`src/sv/min_jerk_trajectory_3axis_unit_defines.svh`:
```
// assertion macros for the minimum-jerk trajectory unit
`ifndef MIN_JERK_TRAJECTORY_3AXIS_UNIT_DEFINES_SVH
`define MIN_JERK_TRAJECTORY_3AXIS_UNIT_DEFINES_SVH

`ifndef NO_ASSERTIONS
// property must hold at every clock edge out of reset
`define MJT_ASSERT(label, clk, rst_n, prop) \
  label: assert property (@(posedge clk) disable iff (!rst_n) prop) \
    else $error("mjt: property violated");
// condition must never be seen at a clock edge out of reset
`define MJT_NEVER(label, clk, rst_n, cond) \
  label: assert property (@(posedge clk) disable iff (!rst_n) !(cond)) \
    else $error("mjt: forbidden condition seen");
`else
`define MJT_ASSERT(label, clk, rst_n, prop)
`define MJT_NEVER(label, clk, rst_n, cond)
`endif

`endif

```
`src/sv/mjt_pkg.sv`:
```
// shared types and constants of the minimum-jerk trajectory unit
package mjt_pkg;

  // default parameter values
  localparam int TIME_WIDTH_DEF      = 32;
  localparam int PHASE_FRAC_BITS_DEF = 24;

  // field widths
  localparam int TIME_IN_W = 32;
  localparam int POS_W     = 32;
  localparam int VEL_W     = 35;
  localparam int ACC_W     = 36;
  localparam int DUR_W     = 32;
  localparam int DATA_W    = 32;
  localparam int MUL_A_W   = 32;
  localparam int NUM_AXES  = 3;

  // configuration port
  localparam int CFG_ADDR_W = 5;
  localparam int CFG_IDX_W  = 3;

  localparam logic [DUR_W-1:0] DUR_RESET = 32'd3000000;

  // register map indexes
  localparam logic [CFG_IDX_W-1:0] REG_START_X  = 3'd0;
  localparam logic [CFG_IDX_W-1:0] REG_START_Y  = 3'd1;
  localparam logic [CFG_IDX_W-1:0] REG_START_Z  = 3'd2;
  localparam logic [CFG_IDX_W-1:0] REG_END_X    = 3'd3;
  localparam logic [CFG_IDX_W-1:0] REG_END_Y    = 3'd4;
  localparam logic [CFG_IDX_W-1:0] REG_END_Z    = 3'd5;
  localparam logic [CFG_IDX_W-1:0] REG_DURATION = 3'd6;

  // configuration register contents
  typedef struct packed {
    logic [NUM_AXES-1:0][POS_W-1:0] start_pos;
    logic [NUM_AXES-1:0][POS_W-1:0] end_pos;
    logic [DUR_W-1:0]               duration;
  } cfg_t;

  // control of the shared multiplier
  typedef struct packed {
    logic start;
    logic round;
  } mul_req_t;

endpackage

```
`src/sv/mjt_cfg_regs.sv`:
```
// apb configuration registers of the minimum-jerk trajectory unit
module mjt_cfg_regs (
  input  logic                            clk_i,
  input  logic                            rst_ni,
  input  logic                            psel,
  input  logic                            penable,
  input  logic                            pwrite,
  input  logic [mjt_pkg::CFG_ADDR_W-1:0]  paddr,
  input  logic [mjt_pkg::DATA_W-1:0]      pwdata,
  output logic [mjt_pkg::DATA_W-1:0]      prdata,
  output logic                            pready,
  output mjt_pkg::cfg_t                   cfg_o
);
  import mjt_pkg::*;

  logic [CFG_IDX_W-1:0] idx;
  logic                 wr_en;
  cfg_t                 cfg_q;

  assign idx    = paddr[CFG_ADDR_W-1:2];
  assign wr_en  = psel && penable && pwrite;
  assign pready = 1'b1;
  assign cfg_o  = cfg_q;

  // register writes, unknown indexes ignored
  always_ff @(posedge clk_i or negedge rst_ni) begin
    if (!rst_ni) begin
      cfg_q.start_pos <= '0;
      cfg_q.end_pos   <= '0;
      cfg_q.duration  <= DUR_RESET;
    end else if (wr_en) begin
      case (idx)
        REG_START_X:  cfg_q.start_pos[0] <= pwdata;
        REG_START_Y:  cfg_q.start_pos[1] <= pwdata;
        REG_START_Z:  cfg_q.start_pos[2] <= pwdata;
        REG_END_X:    cfg_q.end_pos[0]   <= pwdata;
        REG_END_Y:    cfg_q.end_pos[1]   <= pwdata;
        REG_END_Z:    cfg_q.end_pos[2]   <= pwdata;
        REG_DURATION: cfg_q.duration     <= pwdata;
        default: ;
      endcase
    end
  end

  // read mux
  always_comb begin
    case (idx)
      REG_START_X:  prdata = cfg_q.start_pos[0];
      REG_START_Y:  prdata = cfg_q.start_pos[1];
      REG_START_Z:  prdata = cfg_q.start_pos[2];
      REG_END_X:    prdata = cfg_q.end_pos[0];
      REG_END_Y:    prdata = cfg_q.end_pos[1];
      REG_END_Z:    prdata = cfg_q.end_pos[2];
      REG_DURATION: prdata = cfg_q.duration;
      default:      prdata = '0;
    endcase
  end

endmodule

```
`src/sv/mjt_divider.sv`:
```
// restoring divider producing the fractional phase one bit per cycle
module mjt_divider #(
  parameter int FracBits = mjt_pkg::PHASE_FRAC_BITS_DEF
) (
  input  logic                       clk_i,
  input  logic                       rst_ni,
  input  logic                       start_i,
  input  logic [mjt_pkg::DUR_W-1:0]  dividend_i,
  input  logic [mjt_pkg::DUR_W-1:0]  divisor_i,
  output logic                       done_o,
  output logic [FracBits-1:0]        quot_o
);
  import mjt_pkg::*;

  localparam int CntW = $clog2(FracBits + 1);
  localparam int RemW = DUR_W + 1;

  logic [CntW-1:0]     cnt_q;
  logic                done_q;
  logic [DUR_W-1:0]    rem_q;
  logic [FracBits-1:0] quot_q;
  logic [RemW-1:0]     rem_sh;
  logic [RemW-1:0]     rem_sub;
  logic                q_bit;

  // one trial subtraction per cycle
  assign rem_sh  = {rem_q, 1'b0};
  assign rem_sub = rem_sh - RemW'(divisor_i);
  assign q_bit   = (rem_sh >= RemW'(divisor_i));

  assign done_o = done_q;
  assign quot_o = quot_q;

  // step counter and done pulse
  always_ff @(posedge clk_i or negedge rst_ni) begin
    if (!rst_ni) begin
      cnt_q  <= '0;
      done_q <= 1'b0;
    end else if (start_i) begin
      cnt_q  <= CntW'(FracBits);
      done_q <= 1'b0;
    end else if (cnt_q != '0) begin
      cnt_q  <= cnt_q - 1'b1;
      done_q <= (cnt_q == CntW'(1));
    end else begin
      done_q <= 1'b0;
    end
  end

  // remainder and quotient
  always_ff @(posedge clk_i) begin
    if (start_i) begin
      rem_q  <= dividend_i;
      quot_q <= '0;
    end else if (cnt_q != '0) begin
      rem_q  <= q_bit ? rem_sub[DUR_W-1:0] : rem_sh[DUR_W-1:0];
      quot_q <= {quot_q[FracBits-2:0], q_bit};
    end
  end

endmodule

```
`src/sv/mjt_mul.sv`:
```
// shared unsigned multiplier, two partial products accumulated in successive passes
module mjt_mul #(
  parameter int FracBits = mjt_pkg::PHASE_FRAC_BITS_DEF
) (
  input  logic                                  clk_i,
  input  logic                                  rst_ni,
  input  mjt_pkg::mul_req_t                     req_i,
  input  logic [mjt_pkg::MUL_A_W-1:0]           a_i,
  input  logic [FracBits+2:0]                   b_i,
  output logic                                  done_o,
  output logic [mjt_pkg::MUL_A_W+FracBits+2:0]  prod_o
);
  import mjt_pkg::*;

  localparam int MagW  = FracBits + 3;
  localparam int HalfW = (MagW + 1) / 2;
  localparam int ProdW = MUL_A_W + MagW;
  localparam int PpW   = MUL_A_W + HalfW;
  localparam logic [ProdW-1:0] RoundHalf = ProdW'(1) << (FracBits - 1);

  logic               busy_q;
  logic               hi_q;
  logic               done_q;
  logic [MUL_A_W-1:0] a_q;
  logic [MagW-1:0]    b_q;
  logic [ProdW-1:0]   acc_q;
  logic [HalfW-1:0]   chunk;
  logic [PpW-1:0]     pp;
  logic [ProdW-1:0]   pp_sh;

  // low half of b first, then the high half
  assign chunk = hi_q ? HalfW'(b_q[MagW-1:HalfW]) : b_q[HalfW-1:0];
  assign pp    = PpW'(a_q) * PpW'(chunk);
  assign pp_sh = hi_q ? (ProdW'(pp) << HalfW) : ProdW'(pp);

  assign done_o = done_q;
  assign prod_o = acc_q;

  // pass control
  always_ff @(posedge clk_i or negedge rst_ni) begin
    if (!rst_ni) begin
      busy_q <= 1'b0;
      hi_q   <= 1'b0;
      done_q <= 1'b0;
    end else if (req_i.start) begin
      busy_q <= 1'b1;
      hi_q   <= 1'b0;
      done_q <= 1'b0;
    end else if (busy_q) begin
      if (hi_q) begin
        busy_q <= 1'b0;
        done_q <= 1'b1;
      end else begin
        hi_q <= 1'b1;
      end
    end else begin
      done_q <= 1'b0;
    end
  end

  // operands and accumulator, preloaded with the rounding half when asked
  always_ff @(posedge clk_i) begin
    if (req_i.start) begin
      a_q   <= a_i;
      b_q   <= b_i;
      acc_q <= req_i.round ? RoundHalf : '0;
    end else if (busy_q) begin
      acc_q <= acc_q + pp_sh;
    end
  end

endmodule

```
`src/sv/min_jerk_trajectory_3axis_unit.sv`:
```
// top level of the three-axis minimum-jerk setpoint generator
// Each request carries a time stamp and a restart bit and returns one result with
// position, velocity and acceleration for x, y and z plus a finished flag. The
// first request after reset, or one with restart set, takes its stamp as start
// time. The unit works on one request at a time: a request whose phase has
// reached one goes from acceptance through the prep and check states straight
// to the write state; any other also waits for the restoring divider that yields
// one phase bit per cycle and for the single shared multiplier, which needs two
// partial-product passes for each of the four phase powers and nine axis
// products. A new request is accepted as soon as the result is handed to the
// output register, even while that result waits. Configuration goes through the
// apb port with registers at byte address 4*i and may only be written while the
// unit is idle.
`include "min_jerk_trajectory_3axis_unit_defines.svh"

module min_jerk_trajectory_3axis_unit #(
  parameter int TIME_WIDTH      = mjt_pkg::TIME_WIDTH_DEF,
  parameter int PHASE_FRAC_BITS = mjt_pkg::PHASE_FRAC_BITS_DEF
) (
  input  logic                                clk_i,
  input  logic                                rst_ni,
  // request channel
  input  logic                                in_valid_i,
  output logic                                in_stall_o,
  input  logic [mjt_pkg::TIME_IN_W-1:0]       current_time_i,
  input  logic                                restart_i,
  // result channel
  output logic                                out_valid_o,
  input  logic                                out_stall_i,
  output logic signed [mjt_pkg::POS_W-1:0]    pos_x_o,
  output logic signed [mjt_pkg::POS_W-1:0]    pos_y_o,
  output logic signed [mjt_pkg::POS_W-1:0]    pos_z_o,
  output logic signed [mjt_pkg::VEL_W-1:0]    vel_x_o,
  output logic signed [mjt_pkg::VEL_W-1:0]    vel_y_o,
  output logic signed [mjt_pkg::VEL_W-1:0]    vel_z_o,
  output logic signed [mjt_pkg::ACC_W-1:0]    acc_x_o,
  output logic signed [mjt_pkg::ACC_W-1:0]    acc_y_o,
  output logic signed [mjt_pkg::ACC_W-1:0]    acc_z_o,
  output logic                                finished_o,
  // configuration port
  input  logic                                psel,
  input  logic                                penable,
  input  logic                                pwrite,
  input  logic [mjt_pkg::CFG_ADDR_W-1:0]      paddr,
  input  logic [mjt_pkg::DATA_W-1:0]          pwdata,
  output logic [mjt_pkg::DATA_W-1:0]          prdata,
  output logic                                pready
);
  import mjt_pkg::*;

  localparam int F        = PHASE_FRAC_BITS;
  localparam int StampW   = (TIME_WIDTH < TIME_IN_W) ? TIME_WIDTH : TIME_IN_W;
  localparam int MagW     = F + 3;
  localparam int PolyW    = F + 4;
  localparam int PolyExtW = F + 9;
  localparam int ProdW    = MUL_A_W + MagW;
  localparam int ResW     = MUL_A_W + 3;
  localparam int AlphaW   = POS_W + 1;
  localparam int AxisW    = $clog2(NUM_AXES);
  localparam logic [AxisW-1:0] LastAxis = AxisW'(NUM_AXES - 1);

  // sequencer states
  localparam logic [3:0] ST_IDLE      = 4'd0;
  localparam logic [3:0] ST_PREP      = 4'd1;
  localparam logic [3:0] ST_CHECK     = 4'd2;
  localparam logic [3:0] ST_DIV       = 4'd3;
  localparam logic [3:0] ST_POW_GO    = 4'd4;
  localparam logic [3:0] ST_POW_WAIT  = 4'd5;
  localparam logic [3:0] ST_POLY      = 4'd6;
  localparam logic [3:0] ST_ALPHA     = 4'd7;
  localparam logic [3:0] ST_PROD_GO   = 4'd8;
  localparam logic [3:0] ST_PROD_WAIT = 4'd9;
  localparam logic [3:0] ST_WRITE     = 4'd10;

  // which polynomial a product uses
  localparam logic [1:0] KIND_POS = 2'd0;
  localparam logic [1:0] KIND_VEL = 2'd1;
  localparam logic [1:0] KIND_ACC = 2'd2;

  // polynomial coefficients
  localparam logic signed [PolyExtW-1:0] K6   = PolyExtW'(6);
  localparam logic signed [PolyExtW-1:0] K10  = PolyExtW'(10);
  localparam logic signed [PolyExtW-1:0] K15  = PolyExtW'(15);
  localparam logic signed [PolyExtW-1:0] K30  = PolyExtW'(30);
  localparam logic signed [PolyExtW-1:0] K60  = PolyExtW'(60);
  localparam logic signed [PolyExtW-1:0] K120 = PolyExtW'(120);
  localparam logic signed [PolyExtW-1:0] K180 = PolyExtW'(180);
  localparam logic signed [PolyExtW-1:0] OneExt = PolyExtW'(1) << F;

  cfg_t cfg;

  // control state
  logic [3:0]        state_q, state_d;
  logic              awaiting_q;
  logic              done_q;
  logic [StampW-1:0] start_q;
  logic [2:0]        pidx_q;
  logic [AxisW-1:0]  axis_q;
  logic [1:0]        kind_q;
  logic              out_valid_q;

  // working registers
  logic [StampW-1:0] now_q;
  logic              restart_q;
  logic [StampW-1:0] elapsed_q;
  logic [F-1:0]      pw_q [5];
  logic [PolyW-1:0]  poly_q [3];
  logic [AlphaW-1:0] alpha_q;
  logic              neg_q;
  logic [POS_W-1:0]  pos_s_q [NUM_AXES];
  logic [VEL_W-1:0]  vel_s_q [NUM_AXES];
  logic [ACC_W-1:0]  acc_s_q [NUM_AXES];
  logic [POS_W-1:0]  out_pos_q [NUM_AXES];
  logic [VEL_W-1:0]  out_vel_q [NUM_AXES];
  logic [ACC_W-1:0]  out_acc_q [NUM_AXES];
  logic              out_fin_q;

  // datapath wires
  logic                       rearm;
  logic [StampW-1:0]          start_eff;
  logic [StampW:0]            elapsed_diff;
  logic                       finish_now;
  logic                       last_pow;
  logic                       out_free;
  logic                       out_fire;
  logic                       div_start;
  logic                       div_done;
  logic [F-1:0]               div_quot;
  mul_req_t                   mul_req;
  logic [MUL_A_W-1:0]         mul_a;
  logic [MagW-1:0]            mul_b;
  logic                       mul_done;
  logic [ProdW-1:0]           mul_prod;
  logic [AlphaW-1:0]          alpha_abs;
  logic [PolyW-1:0]           poly_sel;
  logic [PolyW-1:0]           poly_abs;
  logic [ResW-1:0]            res_mag;
  logic [POS_W-1:0]           st_sel;
  logic signed [PolyExtW-1:0] e1, e2, e3, e4, e5;
  logic signed [PolyExtW-1:0] s_raw, s_clamp, v_raw, a_raw;

  mjt_cfg_regs u_cfg (
    .clk_i   (clk_i),
    .rst_ni  (rst_ni),
    .psel    (psel),
    .penable (penable),
    .pwrite  (pwrite),
    .paddr   (paddr),
    .pwdata  (pwdata),
    .prdata  (prdata),
    .pready  (pready),
    .cfg_o   (cfg)
  );

  mjt_divider #(.FracBits(F)) u_div (
    .clk_i      (clk_i),
    .rst_ni     (rst_ni),
    .start_i    (div_start),
    .dividend_i (DUR_W'(elapsed_q)),
    .divisor_i  (cfg.duration),
    .done_o     (div_done),
    .quot_o     (div_quot)
  );

  mjt_mul #(.FracBits(F)) u_mul (
    .clk_i  (clk_i),
    .rst_ni (rst_ni),
    .req_i  (mul_req),
    .a_i    (mul_a),
    .b_i    (mul_b),
    .done_o (mul_done),
    .prod_o (mul_prod)
  );

  // handshakes
  assign in_stall_o  = (state_q != ST_IDLE);
  assign out_valid_o = out_valid_q;
  assign out_free    = !out_valid_q || !out_stall_i;
  assign out_fire    = out_valid_q && !out_stall_i;

  // elapsed time, clamped at zero
  assign rearm        = awaiting_q || restart_q;
  assign start_eff    = rearm ? now_q : start_q;
  assign elapsed_diff = {1'b0, now_q} - {1'b0, start_eff};
  assign finish_now   = (DUR_W'(elapsed_q) >= cfg.duration);
  assign div_start    = (state_q == ST_CHECK) && !finish_now;
  assign last_pow     = (pidx_q == 3'd4);

  // phase polynomials
  assign e1 = $signed(PolyExtW'(pw_q[0]));
  assign e2 = $signed(PolyExtW'(pw_q[1]));
  assign e3 = $signed(PolyExtW'(pw_q[2]));
  assign e4 = $signed(PolyExtW'(pw_q[3]));
  assign e5 = $signed(PolyExtW'(pw_q[4]));
  assign s_raw = K10 * e3 - K15 * e4 + K6 * e5;
  assign v_raw = K30 * e2 - K60 * e3 + K30 * e4;
  assign a_raw = K60 * e1 - K180 * e2 + K120 * e3;
  assign s_clamp = (s_raw < 0) ? '0 : ((s_raw > OneExt) ? OneExt : s_raw);

  // multiplier operands: magnitudes of alpha and the selected polynomial
  assign alpha_abs = alpha_q[AlphaW-1] ? (AlphaW'(0) - alpha_q) : alpha_q;
  assign poly_sel  = poly_q[kind_q];
  assign poly_abs  = poly_sel[PolyW-1] ? (PolyW'(0) - poly_sel) : poly_sel;

  always_comb begin
    mul_req.start = (state_q == ST_POW_GO) || (state_q == ST_PROD_GO);
    mul_req.round = (state_q == ST_PROD_GO);
    if (state_q == ST_PROD_GO) begin
      mul_a = alpha_abs[MUL_A_W-1:0];
      mul_b = poly_abs[MagW-1:0];
    end else begin
      mul_a = MUL_A_W'(pw_q[0]);
      mul_b = MagW'(pw_q[pidx_q - 3'd1]);
    end
  end

  // rounded product magnitude and start position of the current axis
  assign res_mag = mul_prod[F +: ResW];
  assign st_sel  = cfg.start_pos[axis_q];

  // sequencer next state
  always_comb begin
    state_d = state_q;
    case (state_q)
      ST_IDLE:      if (in_valid_i) state_d = ST_PREP;
      ST_PREP:      state_d = ST_CHECK;
      ST_CHECK:     state_d = finish_now ? ST_WRITE : ST_DIV;
      ST_DIV:       if (div_done) state_d = ST_POW_GO;
      ST_POW_GO:    state_d = ST_POW_WAIT;
      ST_POW_WAIT: begin
        if (mul_done) state_d = last_pow ? ST_POLY : ST_POW_GO;
      end
      ST_POLY:      state_d = ST_ALPHA;
      ST_ALPHA:     state_d = ST_PROD_GO;
      ST_PROD_GO:   state_d = ST_PROD_WAIT;
      ST_PROD_WAIT: begin
        if (mul_done) begin
          if (kind_q == KIND_ACC) begin
            state_d = (axis_q == LastAxis) ? ST_WRITE : ST_ALPHA;
          end else begin
            state_d = ST_PROD_GO;
          end
        end
      end
      ST_WRITE:     if (out_free) state_d = ST_IDLE;
      default:      state_d = ST_IDLE;
    endcase
  end

  // control registers
  always_ff @(posedge clk_i or negedge rst_ni) begin
    if (!rst_ni) begin
      state_q     <= ST_IDLE;
      awaiting_q  <= 1'b1;
      done_q      <= 1'b0;
      start_q     <= '0;
      pidx_q      <= 3'd1;
      axis_q      <= '0;
      kind_q      <= KIND_POS;
      out_valid_q <= 1'b0;
    end else begin
      state_q <= state_d;
      // re-arm takes the stamp as start and clears the finish flag
      if (state_q == ST_PREP && rearm) begin
        start_q    <= now_q;
        awaiting_q <= 1'b0;
        done_q     <= 1'b0;
      end
      if (state_q == ST_CHECK && finish_now) begin
        done_q <= 1'b1;
      end
      // power counter
      if (state_q == ST_DIV && div_done) begin
        pidx_q <= 3'd1;
      end else if (state_q == ST_POW_WAIT && mul_done && !last_pow) begin
        pidx_q <= pidx_q + 3'd1;
      end
      // axis and product-kind counters
      if (state_q == ST_POLY) begin
        axis_q <= '0;
      end
      if (state_q == ST_ALPHA) begin
        kind_q <= KIND_POS;
      end
      if (state_q == ST_PROD_WAIT && mul_done) begin
        if (kind_q == KIND_ACC) begin
          axis_q <= axis_q + 1'b1;
        end else begin
          kind_q <= kind_q + 2'd1;
        end
      end
      // output register valid
      if (state_q == ST_WRITE && out_free) begin
        out_valid_q <= 1'b1;
      end else if (out_fire) begin
        out_valid_q <= 1'b0;
      end
    end
  end

  // working data
  always_ff @(posedge clk_i) begin
    if (state_q == ST_IDLE && in_valid_i) begin
      now_q     <= current_time_i[StampW-1:0];
      restart_q <= restart_i;
    end
    if (state_q == ST_PREP) begin
      elapsed_q <= elapsed_diff[StampW] ? '0 : elapsed_diff[StampW-1:0];
    end
    // finished answer: end position, no motion
    if (state_q == ST_CHECK && finish_now) begin
      for (int k = 0; k < NUM_AXES; k++) begin
        pos_s_q[k] <= cfg.end_pos[k];
        vel_s_q[k] <= '0;
        acc_s_q[k] <= '0;
      end
    end
    // phase and its powers
    if (state_q == ST_DIV && div_done) begin
      pw_q[0] <= div_quot;
    end
    if (state_q == ST_POW_WAIT && mul_done) begin
      pw_q[pidx_q] <= mul_prod[2*F-1:F];
    end
    if (state_q == ST_POLY) begin
      poly_q[KIND_POS] <= s_clamp[PolyW-1:0];
      poly_q[KIND_VEL] <= v_raw[PolyW-1:0];
      poly_q[KIND_ACC] <= a_raw[PolyW-1:0];
    end
    // axis span end minus start
    if (state_q == ST_ALPHA) begin
      alpha_q <= {cfg.end_pos[axis_q][POS_W-1], cfg.end_pos[axis_q]}
               - {st_sel[POS_W-1], st_sel};
    end
    if (state_q == ST_PROD_GO) begin
      neg_q <= alpha_q[AlphaW-1] ^ poly_sel[PolyW-1];
    end
    // signed, rounded product into the result
    if (state_q == ST_PROD_WAIT && mul_done) begin
      case (kind_q)
        KIND_POS: begin
          pos_s_q[axis_q] <= neg_q ? (st_sel - res_mag[POS_W-1:0])
                                   : (st_sel + res_mag[POS_W-1:0]);
        end
        KIND_VEL: begin
          vel_s_q[axis_q] <= neg_q ? (VEL_W'(0) - VEL_W'(res_mag)) : VEL_W'(res_mag);
        end
        KIND_ACC: begin
          acc_s_q[axis_q] <= neg_q ? (ACC_W'(0) - ACC_W'(res_mag)) : ACC_W'(res_mag);
        end
        default: ;
      endcase
    end
    // hand the result to the output register
    if (state_q == ST_WRITE && out_free) begin
      for (int k = 0; k < NUM_AXES; k++) begin
        out_pos_q[k] <= pos_s_q[k];
        out_vel_q[k] <= vel_s_q[k];
        out_acc_q[k] <= acc_s_q[k];
      end
      out_fin_q <= done_q;
    end
  end

  // result ports
  assign pos_x_o    = out_pos_q[0];
  assign pos_y_o    = out_pos_q[1];
  assign pos_z_o    = out_pos_q[2];
  assign vel_x_o    = out_vel_q[0];
  assign vel_y_o    = out_vel_q[1];
  assign vel_z_o    = out_vel_q[2];
  assign acc_x_o    = out_acc_q[0];
  assign acc_y_o    = out_acc_q[1];
  assign acc_z_o    = out_acc_q[2];
  assign finished_o = out_fin_q;

  // checks
  `MJT_ASSERT(a_accept_starts_prep, clk_i, rst_ni, in_valid_i && !in_stall_o |=> state_q == ST_PREP)
  `MJT_ASSERT(a_result_from_write, clk_i, rst_ni, $rose(out_valid_q) |-> $past(state_q) == ST_WRITE)
  `MJT_NEVER(a_mul_done_unexpected, clk_i, rst_ni, mul_done && state_q != ST_POW_WAIT && state_q != ST_PROD_WAIT)
  `MJT_ASSERT(a_armed_after_prep, clk_i, rst_ni, state_q == ST_CHECK |-> !awaiting_q)
  `MJT_ASSERT(a_finish_sets_flag, clk_i, rst_ni, state_q == ST_CHECK && finish_now |=> done_q)

endmodule
```
`config.mk`:
```
export PLATFORM = sky130hd
export DESIGN_NAME = min_jerk_trajectory_3axis_unit
export DESIGN_NICKNAME = d
export VERILOG_FILES = /design/src/sv/mjt_pkg.sv /design/src/sv/mjt_cfg_regs.sv /design/src/sv/mjt_divider.sv /design/src/sv/mjt_mul.sv /design/src/sv/min_jerk_trajectory_3axis_unit.sv
export VERILOG_INCLUDE_DIRS = /design/src /design/src/sv
export SDC_FILE = /design/constraint.sdc
export NUM_CORES = 2
export LEC_CHECK = 0
export ABC_CLOCK_PERIOD_IN_PS = 26000
export BUFFER_PORTS_ARGS = -buffer_cell sky130_fd_sc_hd__buf_2
export CAP_MARGIN = 20
export CORE_MARGIN = 1
export CORE_UTILIZATION = 35
export CTS_CLUSTER_DIAMETER = 100
export DETAILED_ROUTE_END_ITERATION = 10
export HOLD_SLACK_MARGIN = 0.06
export SYNTH_ARGS = -nofsm -noshare
export SYNTH_HDL_FRONTEND = slang
export SYNTH_SLANG_ARGS = --single-unit
```
`constraint.sdc`:
```
create_clock -name clk_i -period 26 [get_ports clk_i]
set_clock_uncertainty 0.2 [all_clocks]
set_input_delay 5.2 -clock clk_i [delete_from_list [all_inputs] [get_ports clk_i]]
set_output_delay 5.2 -clock clk_i [all_outputs]
set_load 0.05 [all_outputs]
```
==> out/qor.yml <==
fin_hold_ws_ns: 0.187
synth-xor-area-share_pct: 4.66
htree_levels: 4
final_nets: 11100
synthToLayoutAreaGrowth_pct: 12.4
synth-seq-cells: 1444
ys_warn_count: 0
finalCoreUtilization_pct: 39.7
drive_gt1_share_pct: 13.2
io_pins: 422
synthDistinctLibCells: 97
grt_pass1_wl_mm: 471
period_minus_slack_ns: 13.82
dr.pass1.iters: 6
clock-sinks: 1444
wl_per_cell_um: 23.0
grt_pass1_vias: 73400
dp_hpwl_mm: 241
overflow: 0
cts_tree: "built"
start_kind: "input port"
hold_path.class: "reg -> reg"
drt-initial-drc-count: 6406
clk_pin_slew_ns: 0.05
slew_headroom_pct: 18.8
synth_top_family_by_area: "adder cells"
synth_top_cell_by_area: "edfxtp_1"
top_layer: "met5"
worst_pin_slew_ns: 1.21
core_area_um2: 289000
yosys_most_used_dff: "edfxtp_1"
setup_tns_ns: 0
synth_async_sr_flop_share_pct: 19.3
wl_met2_mm: 146
final_common_cell: "edfxtp_1"
status: "finished clean"
synth-simple-area-share_pct: 11.0
initial_core_util_pct: 35.3
critPathRequiredTime_ns: 20.60
die-area_um2: 294000
via_per_inst: 5.31
num_rows: 197
drc: 0
met1Wirelength_mm: 131
path_max_fanout: 26
end_kind: "output port"
vias: 72600
synth.yosys.seq_area_share_pct: 40.9
die_width_um: 542
wirelength_mm: 315
cts_buffer_depth: 4
detail-route-antenna-nets: 0
synthAdderAreaFrac_pct: 21.8
maxCapViolations: 0
numCtsBuffers: 171
die_height_um: 542
finalCritPeriodShare_pct: 53.1
hold_buffers: 0
io_buffers: 418
clk_latency_ns: 0.88
setup_viol: 0
cts_resized: 0
synthCells: 9280
synth.area.top_cells: "edfxtp_1, fa_1, ha_1"
crit_arrival_ns: 8.42
gp_congestion: 0.947
fmax_ghz: 0.0724
maxSlewViolCount: 0
netlist_area_um2: 102000
met3WireLength_mm: 18.7
postCtsSetupBuffers: 0
hold_viol: 0
antenna_found_initial: 14
synth_top_area_share_pct: 33.5
synth-edff-count: 1141
synth_compound_area_share_pct: 10.6
synth.mux.area_fraction_pct: 6.66
rsz0062_at_grt: "false"
grt_max_degree: 168
final_cell_mix: "edfxtp_1, inv_1, nand2_1"
grt_usage_pct: 21.2
syn_avg_cell_area_um2: 11.0
cts_root_buf: "clkbuf_16"
criticalPathCategory: "in -> out"
## registers in the layout, indices dropped and copies added, names as in the netlist, 27 cells and up
register / count
alpha_q: 33
out_pos_q: 96
vel_s_q: 105
poly_q: 81
pw_q: 192
out_acc_q: 108
now_q: 32
u_mul.prod_o: 59
u_mul.b_q: 27
u_cfg.cfg_o: 224
start_q: 32
u_mul.a_q: 32
pos_s_q: 96
elapsed_q: 32
out_vel_q: 105
u_div.rem_q: 32
acc_s_q: 108
## through the flow
step	instance area, µm²	instances	worst slack [ns]
finish	115000	13700	12.18
global route	115000	13700	12.10
CTS	115000	13700	12.21
detailed placement	109000	13400	12.23
global placement	109000	13400	12.22
floorplan	102000	9282	4.65
## per-layer routing
layer / vias to the layer above / global-route usage, %
met5: - / 0
met4: 10 / 10.8
met3: 569 / 3.15
met2: 2302 / 34.4
met1: 36700 / 27.6
li1: 33100 / -
## Yosys cell counts (15+ instances only)
| cell type | instances |
|---|---|
| o21bai_1 | 66 |
| buf_1 | 30 |
| or2_2 | 22 |
| or3_1 | 23 |
| a211oi_1 | 42 |
| a211o_1 | 15 |
| and2_1 | 242 |
| nor2_1 | 722 |
| o21a_1 | 97 |
| o21ai_0 | 431 |
| nand4_1 | 33 |
| clkbuf_1 | 277 |
| mux2i_1 | 179 |
| a31oi_1 | 51 |
| a22o_1 | 20 |
| inv_1 | 886 |
| a21o_1 | 210 |
| nor3b_1 | 20 |
| and3_1 | 69 |
| nand2b_1 | 86 |
| nand2_1 | 862 |
| nor2b_1 | 80 |
| xnor2_1 | 341 |
| o31ai_1 | 42 |
| a22oi_1 | 47 |
| edfxtp_1 | 1141 |
| nor3_1 | 108 |
| ha_1 | 682 |
| nor4_1 | 25 |
| dfrtp_1 | 267 |
| o211ai_1 | 27 |
| dfxtp_1 | 24 |
| mux4_2 | 51 |
| mux2_2 | 341 |
| a21oi_1 | 471 |
| xor2_1 | 195 |
| nand3_1 | 98 |
| a21boi_0 | 26 |
| fa_1 | 685 |
| o41ai_1 | 16 |
## worst max-delay path, cell delays in order
cell	delay [ns]
buf_2	0.53
buf_4	0.50
nor2b_1	0.21
and2_1	0.93
a22o_1	0.26
nor2_1	0.06
o21ai_0	0.31
buf_2	0.39
## kinds of logic after synthesis
group,count (synthesis)
XOR/XNOR,539
flip-flops,1444
AND/OR/NAND/NOR,2441
AO/OA/AOI/OAI,1712
adder cells (fa/ha/maj),1367
other,2
buffers and inverters,1202
multiplexers,573
## final timing paths
path                                         end  cells past startpoint          start  slack (ns)
min in group asynchronous            start_q[14]                      1         rst_ni        4.24
worst min-delay path             out_pos_q[0][4]                      0  pos_s_q[0][4]        0.19
max in group asynchronous              axis_q[1]                      2         rst_ni       19.62
worst max-delay path                   prdata[0]                      8       paddr[2]       12.18
worst max register to register  u_mul.prod_o[57]                     35     u_mul.hi_q       14.33
worst min register to register   out_pos_q[0][4]                      0  pos_s_q[0][4]        0.19
## cell type report
class                           count  area (µm²)
Sequential cell                  1444       41700
Fill cell                       27700      174000
Tap cell                         3880        4850
Clock buffer                      206        4590
Inverter                          888        3340
Antenna cell                        9        22.5
Multi-Input combinational cell   6636       56200
Clock inverter                     96        1080
Timing Repair Buffer              515        2940
Power is left out: the tool's default activity adds up to more than one toggle a clock period on the data nets, which glitch-free logic cannot reach.
